File: src/sv/rvx_pkg.sv
package rvx_pkg;

  localparam int XLEN        = 32;
  localparam int REG_COUNT   = 32;
  localparam int REG_AW      = $clog2(REG_COUNT);
  localparam int UPPER_SHIFT = 12;
  localparam int INSTR_BYTES = 4;

  // Operation codes of the pre-decoded instruction
  typedef enum logic [5:0] {
    OP_UNIMPL = 6'd0,
    OP_ADD    = 6'd1,
    OP_AND    = 6'd2,
    OP_OR     = 6'd3,
    OP_XOR    = 6'd4,
    OP_SUB    = 6'd5,
    OP_SLL    = 6'd6,
    OP_SRL    = 6'd7,
    OP_SRA    = 6'd8,
    OP_SLT    = 6'd9,
    OP_SLTU   = 6'd10,
    OP_ADDI   = 6'd11,
    OP_ANDI   = 6'd12,
    OP_ORI    = 6'd13,
    OP_XORI   = 6'd14,
    OP_SLLI   = 6'd15,
    OP_SRLI   = 6'd16,
    OP_SRAI   = 6'd17,
    OP_SLTI   = 6'd18,
    OP_SLTIU  = 6'd19,
    OP_LB     = 6'd20,
    OP_LBU    = 6'd21,
    OP_LH     = 6'd22,
    OP_LHU    = 6'd23,
    OP_LW     = 6'd24,
    OP_SB     = 6'd25,
    OP_SH     = 6'd26,
    OP_SW     = 6'd27,
    OP_BEQ    = 6'd28,
    OP_BNE    = 6'd29,
    OP_BGE    = 6'd30,
    OP_BGEU   = 6'd31,
    OP_BLT    = 6'd32,
    OP_BLTU   = 6'd33,
    OP_JAL    = 6'd34,
    OP_JALR   = 6'd35,
    OP_AUIPC  = 6'd36,
    OP_LUI    = 6'd37,
    OP_HCF    = 6'd38
  } op_e;

  // Memory access widths
  localparam logic [1:0] MEM_BYTE = 2'd0;
  localparam logic [1:0] MEM_HALF = 2'd1;
  localparam logic [1:0] MEM_WORD = 2'd2;

  // Action codes
  localparam logic ACT_EXEC = 1'b0;
  localparam logic ACT_LRET = 1'b1;

  // What one executed instruction does
  typedef struct packed {
    logic            wr_en;
    logic [XLEN-1:0] wr_data;
    logic [XLEN-1:0] next_pc;
    logic            taken;
    logic            mem_read;
    logic            mem_write;
    logic [1:0]      mem_size;
    logic            mem_unsigned;
    logic [XLEN-1:0] mem_addr;
    logic [XLEN-1:0] store_data;
    logic            set_halt;
    logic            unimpl;
  } exec_res_t;

  // One result item
  typedef struct packed {
    logic [XLEN-1:0] instr_pc;
    logic [XLEN-1:0] next_pc;
    logic            taken;
    logic            mem_read;
    logic            mem_write;
    logic [1:0]      mem_size;
    logic            mem_unsigned;
    logic [XLEN-1:0] mem_addr;
    logic [XLEN-1:0] store_data;
    logic            halted;
    logic            unimpl;
  } out_item_t;

  // Register index that maps to real storage (x0 and out-of-range read as zero)
  function automatic logic reg_ok(input logic [4:0] idx);
    reg_ok = (idx != 5'd0) && (int'(idx) < REG_COUNT);
  endfunction

endpackage

File: src/sv/rvx_ram.sv
module rvx_ram #(
  parameter int WIDTH = 32,
  parameter int DEPTH = 32
) (
  input  logic                     clk,
  input  logic                     we,
  input  logic [$clog2(DEPTH)-1:0] waddr,
  input  logic [WIDTH-1:0]         wdata,
  input  logic                     re,
  input  logic [$clog2(DEPTH)-1:0] raddr_a,
  input  logic [$clog2(DEPTH)-1:0] raddr_b,
  output logic [WIDTH-1:0]         rdata_a,
  output logic [WIDTH-1:0]         rdata_b
);

  logic [WIDTH-1:0] mem [DEPTH];

  // One write port, two registered read ports (read returns old data)
  always_ff @(posedge clk) begin
    if (we) begin
      mem[waddr] <= wdata;
    end
    if (re) begin
      rdata_a <= mem[raddr_a];
      rdata_b <= mem[raddr_b];
    end
  end

endmodule

File: src/sv/rvx_exec.sv
module rvx_exec (
  input  logic [5:0]                op,
  input  logic [rvx_pkg::XLEN-1:0]  src_a,
  input  logic [rvx_pkg::XLEN-1:0]  src_b,
  input  logic [rvx_pkg::XLEN-1:0]  imm,
  input  logic [rvx_pkg::XLEN-1:0]  pc,
  output rvx_pkg::exec_res_t        res
);
  import rvx_pkg::*;

  logic [XLEN-1:0] seq_pc;
  logic [XLEN-1:0] sum_imm;
  logic [4:0]      sh_b;
  logic [4:0]      sh_i;
  logic            lt_s;
  logic            lt_u;
  logic            lt_si;
  logic            lt_ui;
  logic            eq_ab;

  always_comb begin
    seq_pc  = pc + XLEN'(INSTR_BYTES);
    sum_imm = src_a + imm;
    sh_b    = src_b[4:0];
    sh_i    = imm[4:0];
    lt_s    = $signed(src_a) < $signed(src_b);
    lt_u    = src_a < src_b;
    lt_si   = $signed(src_a) < $signed(imm);
    lt_ui   = src_a < imm;
    eq_ab   = src_a == src_b;

    res         = '0;
    res.next_pc = seq_pc;

    unique case (op)
      OP_ADD:   begin res.wr_en = 1'b1; res.wr_data = src_a + src_b; end
      OP_AND:   begin res.wr_en = 1'b1; res.wr_data = src_a & src_b; end
      OP_OR:    begin res.wr_en = 1'b1; res.wr_data = src_a | src_b; end
      OP_XOR:   begin res.wr_en = 1'b1; res.wr_data = src_a ^ src_b; end
      OP_SUB:   begin res.wr_en = 1'b1; res.wr_data = src_a - src_b; end
      OP_SLL:   begin res.wr_en = 1'b1; res.wr_data = src_a << sh_b; end
      OP_SRL:   begin res.wr_en = 1'b1; res.wr_data = src_a >> sh_b; end
      OP_SRA:   begin
        res.wr_en   = 1'b1;
        res.wr_data = XLEN'($signed(src_a) >>> sh_b);
      end
      OP_SLT:   begin res.wr_en = 1'b1; res.wr_data = XLEN'(lt_s); end
      OP_SLTU:  begin res.wr_en = 1'b1; res.wr_data = XLEN'(lt_u); end
      OP_ADDI:  begin res.wr_en = 1'b1; res.wr_data = sum_imm; end
      OP_ANDI:  begin res.wr_en = 1'b1; res.wr_data = src_a & imm; end
      OP_ORI:   begin res.wr_en = 1'b1; res.wr_data = src_a | imm; end
      OP_XORI:  begin res.wr_en = 1'b1; res.wr_data = src_a ^ imm; end
      OP_SLLI:  begin res.wr_en = 1'b1; res.wr_data = src_a << sh_i; end
      OP_SRLI:  begin res.wr_en = 1'b1; res.wr_data = src_a >> sh_i; end
      OP_SRAI:  begin
        res.wr_en   = 1'b1;
        res.wr_data = XLEN'($signed(src_a) >>> sh_i);
      end
      OP_SLTI:  begin res.wr_en = 1'b1; res.wr_data = XLEN'(lt_si); end
      OP_SLTIU: begin res.wr_en = 1'b1; res.wr_data = XLEN'(lt_ui); end
      // Loads: request only, data comes back in a later item
      OP_LB:    begin res.mem_read = 1'b1; res.mem_size = MEM_BYTE; res.mem_addr = sum_imm; end
      OP_LBU:   begin
        res.mem_read = 1'b1; res.mem_size = MEM_BYTE; res.mem_unsigned = 1'b1;
        res.mem_addr = sum_imm;
      end
      OP_LH:    begin res.mem_read = 1'b1; res.mem_size = MEM_HALF; res.mem_addr = sum_imm; end
      OP_LHU:   begin
        res.mem_read = 1'b1; res.mem_size = MEM_HALF; res.mem_unsigned = 1'b1;
        res.mem_addr = sum_imm;
      end
      OP_LW:    begin res.mem_read = 1'b1; res.mem_size = MEM_WORD; res.mem_addr = sum_imm; end
      // Stores
      OP_SB:    begin
        res.mem_write = 1'b1; res.mem_size = MEM_BYTE; res.mem_addr = sum_imm;
        res.store_data = src_b;
      end
      OP_SH:    begin
        res.mem_write = 1'b1; res.mem_size = MEM_HALF; res.mem_addr = sum_imm;
        res.store_data = src_b;
      end
      OP_SW:    begin
        res.mem_write = 1'b1; res.mem_size = MEM_WORD; res.mem_addr = sum_imm;
        res.store_data = src_b;
      end
      // Branches go to an absolute target
      OP_BEQ:   if (eq_ab)  res.next_pc = imm;
      OP_BNE:   if (!eq_ab) res.next_pc = imm;
      OP_BGE:   if (!lt_s)  res.next_pc = imm;
      OP_BGEU:  if (!lt_u)  res.next_pc = imm;
      OP_BLT:   if (lt_s)   res.next_pc = imm;
      OP_BLTU:  if (lt_u)   res.next_pc = imm;
      OP_JAL:   begin res.wr_en = 1'b1; res.wr_data = seq_pc; res.next_pc = imm; end
      OP_JALR:  begin
        res.wr_en   = 1'b1;
        res.wr_data = seq_pc;
        res.next_pc = {sum_imm[XLEN-1:1], 1'b0};
      end
      OP_AUIPC: begin res.wr_en = 1'b1; res.wr_data = pc + (imm << UPPER_SHIFT); end
      OP_LUI:   begin res.wr_en = 1'b1; res.wr_data = imm << UPPER_SHIFT; end
      OP_HCF:   res.set_halt = 1'b1;
      default:  res.unimpl = 1'b1;
    endcase

    res.taken = res.next_pc != seq_pc;
  end

endmodule

File: src/sv/rv32i_execute_core.sv
// Channel  Direction  Handshake              Payload
// in_      input      in_valid / in_ready    action, op, rd, rs1, rs2, imm, load_data
// out_     output     out_valid / out_ready  PCs, branch mark, memory request, status
//
// One item per cycle while out_ready holds; items pass the input then result register.
// Register file reads at input transfer, execution and all state updates happen when
// the item moves from the input register into the result register.
// Reset clears the PC, halt, load tracking and register-file valid bits (all read zero).
// A stalled result register holds the input register, which then holds in_ready low.
module rv32i_execute_core (
  input  logic                       clk,
  input  logic                       rst_n,
  input  logic                       in_valid,
  output logic                       in_ready,
  input  logic                       in_action,
  input  logic [5:0]                 in_op,
  input  logic [4:0]                 in_rd,
  input  logic [4:0]                 in_rs1,
  input  logic [4:0]                 in_rs2,
  input  logic [rvx_pkg::XLEN-1:0]   in_imm,
  input  logic [rvx_pkg::XLEN-1:0]   in_load_data,
  output logic                       out_valid,
  input  logic                       out_ready,
  output logic [rvx_pkg::XLEN-1:0]   out_instr_pc,
  output logic [rvx_pkg::XLEN-1:0]   out_next_pc,
  output logic                       out_taken_branch,
  output logic                       out_mem_read,
  output logic                       out_mem_write,
  output logic [1:0]                 out_mem_size,
  output logic                       out_mem_unsigned,
  output logic [rvx_pkg::XLEN-1:0]   out_mem_address,
  output logic [rvx_pkg::XLEN-1:0]   out_store_data,
  output logic                       out_halted,
  output logic                       out_unimplemented
);
  import rvx_pkg::*;

  // Input register
  logic            ex_vld_r;
  logic            ex_action_r;
  logic [5:0]      ex_op_r;
  logic [4:0]      ex_rd_r;
  logic [4:0]      ex_rs1_r;
  logic [4:0]      ex_rs2_r;
  logic [XLEN-1:0] ex_imm_r;
  logic [XLEN-1:0] ex_ld_data_r;
  logic            ex_v1_r;
  logic            ex_v2_r;
  logic            ex_f1_r;
  logic            ex_f2_r;
  logic [XLEN-1:0] ex_fwd_r;

  // Architectural state
  logic [XLEN-1:0]      pc_r;
  logic                 halt_r;
  logic [4:0]           ld_dst_r;
  logic                 ld_pend_r;
  logic [REG_COUNT-1:0] rf_vld_r;

  // Result register
  logic      out_vld_r;
  out_item_t out_item_r;
  out_item_t out_item_nxt;

  logic            in_fire;
  logic            exec_fire;
  logic            exe_now;
  logic            lret;
  logic            rf_we;
  logic [4:0]      rf_widx;
  logic [XLEN-1:0] rf_wdata;
  logic [XLEN-1:0] rd_a;
  logic [XLEN-1:0] rd_b;
  logic [XLEN-1:0] src_a;
  logic [XLEN-1:0] src_b;
  exec_res_t       res;

  // Handshake
  assign in_fire   = in_valid && in_ready;
  assign exec_fire = ex_vld_r && (!out_vld_r || out_ready);
  assign in_ready  = !ex_vld_r || exec_fire;

  // Register file storage
  rvx_ram #(
    .WIDTH (XLEN),
    .DEPTH (REG_COUNT)
  ) u_rf (
    .clk     (clk),
    .we      (rf_we),
    .waddr   (rf_widx[REG_AW-1:0]),
    .wdata   (rf_wdata),
    .re      (in_fire),
    .raddr_a (in_rs1[REG_AW-1:0]),
    .raddr_b (in_rs2[REG_AW-1:0]),
    .rdata_a (rd_a),
    .rdata_b (rd_b)
  );

  // Operand select: zero register, same-cycle write forward, unwritten entry
  always_comb begin
    if (!reg_ok(ex_rs1_r))  src_a = '0;
    else if (ex_f1_r)       src_a = ex_fwd_r;
    else if (ex_v1_r)       src_a = rd_a;
    else                    src_a = '0;
    if (!reg_ok(ex_rs2_r))  src_b = '0;
    else if (ex_f2_r)       src_b = ex_fwd_r;
    else if (ex_v2_r)       src_b = rd_b;
    else                    src_b = '0;
  end

  rvx_exec u_exec (
    .op    (ex_op_r),
    .src_a (src_a),
    .src_b (src_b),
    .imm   (ex_imm_r),
    .pc    (pc_r),
    .res   (res)
  );

  // Register write: load return or executed instruction
  always_comb begin
    exe_now  = (ex_action_r == ACT_EXEC) && !halt_r;
    lret     = (ex_action_r == ACT_LRET) && ld_pend_r;
    rf_widx  = lret ? ld_dst_r : ex_rd_r;
    rf_wdata = lret ? ex_ld_data_r : res.wr_data;
    rf_we    = exec_fire && (lret || (exe_now && res.wr_en)) && reg_ok(rf_widx);
  end

  // Input register capture, with bypass of the write done at the same edge
  always_ff @(posedge clk) begin
    if (!rst_n) begin
      ex_vld_r <= 1'b0;
    end else if (in_fire) begin
      ex_vld_r <= 1'b1;
    end else if (exec_fire) begin
      ex_vld_r <= 1'b0;
    end
  end

  always_ff @(posedge clk) begin
    if (in_fire) begin
      ex_action_r  <= in_action;
      ex_op_r      <= in_op;
      ex_rd_r      <= in_rd;
      ex_rs1_r     <= in_rs1;
      ex_rs2_r     <= in_rs2;
      ex_imm_r     <= in_imm;
      ex_ld_data_r <= in_load_data;
      ex_v1_r      <= rf_vld_r[in_rs1[REG_AW-1:0]];
      ex_v2_r      <= rf_vld_r[in_rs2[REG_AW-1:0]];
      ex_f1_r      <= rf_we && (rf_widx == in_rs1);
      ex_f2_r      <= rf_we && (rf_widx == in_rs2);
      ex_fwd_r     <= rf_wdata;
    end
  end

  // Architectural state update
  always_ff @(posedge clk) begin
    if (!rst_n) begin
      pc_r      <= '0;
      halt_r    <= 1'b0;
      ld_dst_r  <= '0;
      ld_pend_r <= 1'b0;
      rf_vld_r  <= '0;
    end else if (exec_fire) begin
      if (rf_we) begin
        rf_vld_r[rf_widx[REG_AW-1:0]] <= 1'b1;
      end
      if (lret) begin
        ld_pend_r <= 1'b0;
      end
      if (exe_now) begin
        pc_r <= res.next_pc;
        if (res.set_halt) begin
          halt_r <= 1'b1;
        end
        if (res.mem_read) begin
          ld_dst_r  <= ex_rd_r;
          ld_pend_r <= 1'b1;
        end
      end
    end
  end

  // Result item
  always_comb begin
    out_item_nxt          = '0;
    out_item_nxt.instr_pc = pc_r;
    if (exe_now) begin
      out_item_nxt.next_pc      = res.next_pc;
      out_item_nxt.taken        = res.taken;
      out_item_nxt.mem_read     = res.mem_read;
      out_item_nxt.mem_write    = res.mem_write;
      out_item_nxt.mem_size     = res.mem_size;
      out_item_nxt.mem_unsigned = res.mem_unsigned;
      out_item_nxt.mem_addr     = res.mem_addr;
      out_item_nxt.store_data   = res.store_data;
      out_item_nxt.halted       = halt_r || res.set_halt;
      out_item_nxt.unimpl       = res.unimpl;
    end else begin
      out_item_nxt.next_pc = pc_r;
      out_item_nxt.halted  = halt_r;
    end
  end

  always_ff @(posedge clk) begin
    if (!rst_n) begin
      out_vld_r <= 1'b0;
    end else if (exec_fire) begin
      out_vld_r <= 1'b1;
    end else if (out_ready) begin
      out_vld_r <= 1'b0;
    end
  end

  always_ff @(posedge clk) begin
    if (exec_fire) begin
      out_item_r <= out_item_nxt;
    end
  end

  assign out_valid         = out_vld_r;
  assign out_instr_pc      = out_item_r.instr_pc;
  assign out_next_pc       = out_item_r.next_pc;
  assign out_taken_branch  = out_item_r.taken;
  assign out_mem_read      = out_item_r.mem_read;
  assign out_mem_write     = out_item_r.mem_write;
  assign out_mem_size      = out_item_r.mem_size;
  assign out_mem_unsigned  = out_item_r.mem_unsigned;
  assign out_mem_address   = out_item_r.mem_addr;
  assign out_store_data    = out_item_r.store_data;
  assign out_halted        = out_item_r.halted;
  assign out_unimplemented = out_item_r.unimpl;

`ifndef SYNTHESIS
  // Load returns never move the PC
  a_lret_pc_hold: assert property (@(posedge clk) disable iff (!rst_n)
    exec_fire && (ex_action_r == ACT_LRET) |=> pc_r == $past(pc_r))
    else $error("PC moved on a load return");

  // Halt is sticky until reset
  a_halt_sticky: assert property (@(posedge clk) disable iff (!rst_n)
    halt_r |=> halt_r)
    else $error("halt flag cleared without reset");

  // A load return always leaves no load pending
  a_lret_clears: assert property (@(posedge clk) disable iff (!rst_n)
    exec_fire && (ex_action_r == ACT_LRET) |=> !ld_pend_r)
    else $error("load still pending after load return");

  // x0 is never written
  a_no_x0_write: assert property (@(posedge clk) disable iff (!rst_n)
    rf_we |-> rf_widx != 5'd0)
    else $error("write to x0");

  // Halted items never request memory
  a_halt_no_mem: assert property (@(posedge clk) disable iff (!rst_n)
    exec_fire && halt_r |=> !out_item_r.mem_read && !out_item_r.mem_write)
    else $error("memory request while halted");
`endif

endmodule
File: config.mk
export PLATFORM = sky130hd
export DESIGN_NAME = rv32i_execute_core
export DESIGN_NICKNAME = d
export VERILOG_FILES = /design/src/sv/rvx_pkg.sv /design/src/sv/rvx_ram.sv /design/src/sv/rvx_exec.sv /design/src/sv/rv32i_execute_core.sv
export SDC_FILE = /design/constraint.sdc
export NUM_CORES = 2
export LEC_CHECK = 0
export BUFFER_PORTS_ARGS = -buffer_cell sky130_fd_sc_hd__buf_2
export CAP_MARGIN = 10
export CORE_MARGIN = 4
export CORE_UTILIZATION = 30
export CTS_CLUSTER_DIAMETER = 80
export DETAILED_ROUTE_END_ITERATION = 10
export HOLD_SLACK_MARGIN = 0.08
export PLACE_DENSITY = 0.48
export SKIP_LAST_GASP = 1
export SLEW_MARGIN = 20
export SYNTH_ARGS = -nofsm -noshare
export SYNTH_HDL_FRONTEND = slang
export SYNTH_SLANG_ARGS = --single-unit
File: constraint.sdc
create_clock -name clk -period 14.11 [get_ports clk]
set_input_delay 1.411 -clock clk [delete_from_list [all_inputs] [get_ports clk]]
set_output_delay 1.411 -clock clk [all_outputs]
set_load 0.01 [all_outputs]
==> metrics.md <==
| Metric | Value |
|---|---|
| Avg Cell Area, Syn | about 14 um2 |
| LEAKAGE | 30.48 nW |
| Placement Setup Slack | roughly 6400 ps |
| Clock network fraction of design power | 0.374 |
| Final setup margin | between 6000 and 7000 ps |
| TritonCTS Buffers | 164 |
| Tcrit/Tclk final | 0.5677 |
| Clock latency on the worst-skew pair | slightly above 800 ps |
| # rows | 187 |
| Int Pwr | just under 8 mW |
| Post-synthesis mux area share | 0.2151 |
| Clock sink count | about 1.4k |
| Worst hold path class | reg2reg |
| Met2 WL post-DR | about 160000 um |
| Iter 0 DRT Violations | ~6.8k |
| Count of cell types in the netlist | roughly 120 |
| Core Footprint | approximately 260000 um2 |
| Simple-Gate Fraction of Synth Area | 0.07784 |
| Gate power share | 0.181 |
| Wl on met1 | around 150000 um |
| Least-Margin Pin Slew | approximately 1200 ps |
| Post-Synth XOR/XNOR Area | 0.01467 |
| Max-cap violation count | 0 |
| Startpoint types | flop |
| Synth top area share | 0.5134 |
| Detailed Place HPWL | 244700 um |
| Global Route Usage Sum | 0.2562 |
| Worst EP required | 14680 ps |
| Main synth FF type | edfxtp_1 |
| Clk pin slew, worst setup/hold paths | 60 ps |
| Final ANT Viol Nets | 0 |
| Post-synth ARST share | 0 |
| Via count | 57.24k |
| DR DRC count | 0 |
| Unrepaired setup endpoints after global routing | false |
| Crit Path Category | reg2reg |
| Die area | approximately 270000 um2 |
| IO Pins | between 200 and 250 |
| Clock buffer depth | 3 |
| Post-CTS Resized | 0 |
| Final hold vios | 0 |
| First-pass GRT wire length | 483400 um |
| Vias in the first global route | about 57k |
| Die X | between 500 and 600 um |
| Post-synth top area cell | edfxtp_1 |
| Power Total | between 10 and 15 mW |
| Crit end category | flop |
| EDFF count, synth | 1346 |
| Drt wl/cell | approximately 37 um |
| Wirelength, routed | 356600 um |
| Final Max Slew Viols | 0 |
| Largest net degree at the start of global routing | 94 |
| Syn Std Cell Area | 78730 um2 |
| Flip-flop and latch count after synthesis | between 1k and 1.5k |
| Largest family of logic cells by synthesized area | multiplexers |
| DR top layer | met5 |
| Die Span Y | approximately 520 um |
| Post-synthesis cell count | just under 6k |
| # setup viols final | 0 |
| First-pass detailed-route iteration total | 9 |
| Final nets | approximately 6.2k |
| Sw Ratio | 0.2965 |
| Pwr per Cell Area | between 100 and 150 nW/um2 |
| Remaining global-route overflow | 0 |
| Synthesis warning total | 0 |
| H-tree Lvls | 4 |
| Crit path DAT | 8580 ps |
| Crit path time final | between 8000 and 9000 ps |
| Status | complete, no violations |
| P_sw | approximately 3.3 mW |
| Flop pwr share | 0.444 |
| Post-synthesis adder-cell area fraction | 0.02422 |
| Fmax achieved | approximately 120 MHz |
| Worst clock skew | 74.44 ps |
| Slew headroom | 0.1783 |
| Total setup buffers inserted after CTS | 0 |
| Met3 wire len | roughly 25000 um |
| Root buffer cell | clkbuf_16 |
| Via density per instance | just under 6 |
| Register area share after synthesis | 0.5320 |
| Largest cells by area after synthesis | edfxtp_1, mux4_2, nor2_1 |
| Initial antenna violation count | 26 |
| Top fanout value on the critical path | 34 |
| TritonCTS clock tree | done |
| Post-CTS Hold Buffers | 0 |
| Share of cells above drive strength 1 | 0.2624 |
| Util after Layout | 0.3470 |
| Setup_tns | 0 ps |
| Compound-cell area share of the yosys netlist | 0.1076 |
| Port bufs | 227 |
| Starting Density | 0.3023 |
| Layout area overhead | 14.79% |
| GPL Wtd Cong | between 1 and 1.5 |
| Peak VDD IR | just over 0.1 mV |
[layout by cell type, fill, tap and decap left out, drive strengths merged, types with 41 or more instances in the layout]
cell,netlist,layout
a211oi,69,69
a21o,64,64
a21oi,333,333
a221oi,55,55
a22oi,49,49
buf,94,461
clkbuf,331,213
clkinv,2,63
dfxtp,73,73
edfxtp,1346,1346
ha,146,146
inv,153,161
mux2,75,75
mux2i,120,120
mux4,661,661
nand2,410,410
nand3,52,52
nor2,555,555
nor3,69,69
o211ai,66,66
o21ai,316,316
o221ai,41,41
xnor2,95,95
[sequential cells by signal (all words and copies together), names as in the netlist, 6 cells and up]
name,flops
ex_fwd_r,32
ex_imm_r,32
ex_ld_data_r,32
ex_op_r,6
out_instr_pc,32
out_mem_address,32
out_next_pc,32
out_store_data,32
pc_r,32
rf_vld_r,32
u_rf.mem,1024
u_rf.rdata_a,32
u_rf.rdata_b,32
[cells by family after synthesis]
family | after synthesis
AO/OA/AOI/OAI | 1279
XOR/XNOR | 131
adder cells (fa/ha/maj) | 150
buffers and inverters | 580
flip-flops | 1419
multiplexers | 856
other | 1
AND/OR/NAND/NOR | 1353
[power by group through the flow]
| stage | Combinational [mW] | Sequential [mW] | Clock, mW |
|---|---|---|---|
| after floorplan | 1.11 | 4.97 | 0 |
| after global placement | 1.97 | 5.01 | 0 |
| after detailed placement | 1.97 | 5.01 | 0 |
| after CTS | 1.97 | 4.92 | 4.26 |
| after global routing | 2.09 | 4.92 | 4.43 |
| final | 2.01 | 4.92 | 4.15 |
[layer usage]
metal / global-route usage / vias up
met5: 0 / -
met1: 0.3354 / 30239
li1: - / 23482
met3: 0.04554 / 714
met4: 0.1349 / 2
met2: 0.4065 / 2798
[Yosys cell counts (29+ instances only)]
master	instances
inv_1	151
o211ai_1	66
nand3_1	52
o22ai_1	34
xor2_1	36
a22oi_1	49
xnor2_1	94
nand2b_1	31
mux2i_1	120
nor2_1	552
a221oi_1	54
a21o_1	62
clkbuf_1	330
nand2_1	409
ha_1	146
a21oi_1	330
edfxtp_1	1346
buf_2	31
or2_2	31
a31oi_1	39
buf_1	57
a211oi_1	68
nor3_1	65
o21ai_0	308
mux4_2	661
o221ai_1	41
mux2_2	75
nand4_1	29
dfxtp_1	73
[worst max-delay path: stages, from the launching register on]
cell       delay [ps]
edfxtp_1          360
buf_4             270
nor2b_4           240
buf_4             350
nand2_1           140
a21oi_1           970
inv_1             490
fa_1              580
nand3b_1          240
a21oi_1           200
o31a_1            350
o21a_1            680
or3_4             300
a21oi_4            90
nand2_2           610
a2111oi_0         240
a2111oi_0         500
o2111ai_1         240
nor4_1            320
nand4b_1          160
o31a_1            320
[path summary, 6_finish.rpt]
path                                          to  depth (start not counted)        start  slack [ps]
worst max-delay path            out_taken_branch                         20      ex_f1_r        6100
worst min-delay path                 ld_dst_r[1]                          2  ld_dst_r[1]         490
worst max register to register  out_taken_branch                         20      ex_f1_r        6100
worst min register to register       ld_dst_r[1]                          2  ld_dst_r[1]         490
[through the flow]
step / hold WS (ps) / instance area [um2] / std cells
5_1_grt: 522.9 / 90330 / 9631
6_report: 493.2 / 90370 / 9650
2_1_floorplan: 402.9 / 78840 / 5800
4_1_cts: 497.3 / 90310 / 9625
3_5_place_dp: 483.2 / 85090 / 9332
3_3_place_gp: 463.4 / 85060 / 9332
[final cells by class]
| type | instances | area, um2 |
|---|---|---|
| multi-input combinational | 3801 | 35280 |
| timing repair buffer | 461 | 2963 |
| clock inverter | 80 | 857.1 |
| inverter | 155 | 586.8 |
| tap | 3496 | 4374 |
| clock buffer | 213 | 4369 |
| fill | 25306 | 170000 |
| antenna | 25 | 62.56 |
| sequential | 1419 | 41880 |
No activity file was read; power rests on OpenSTA's default activity.
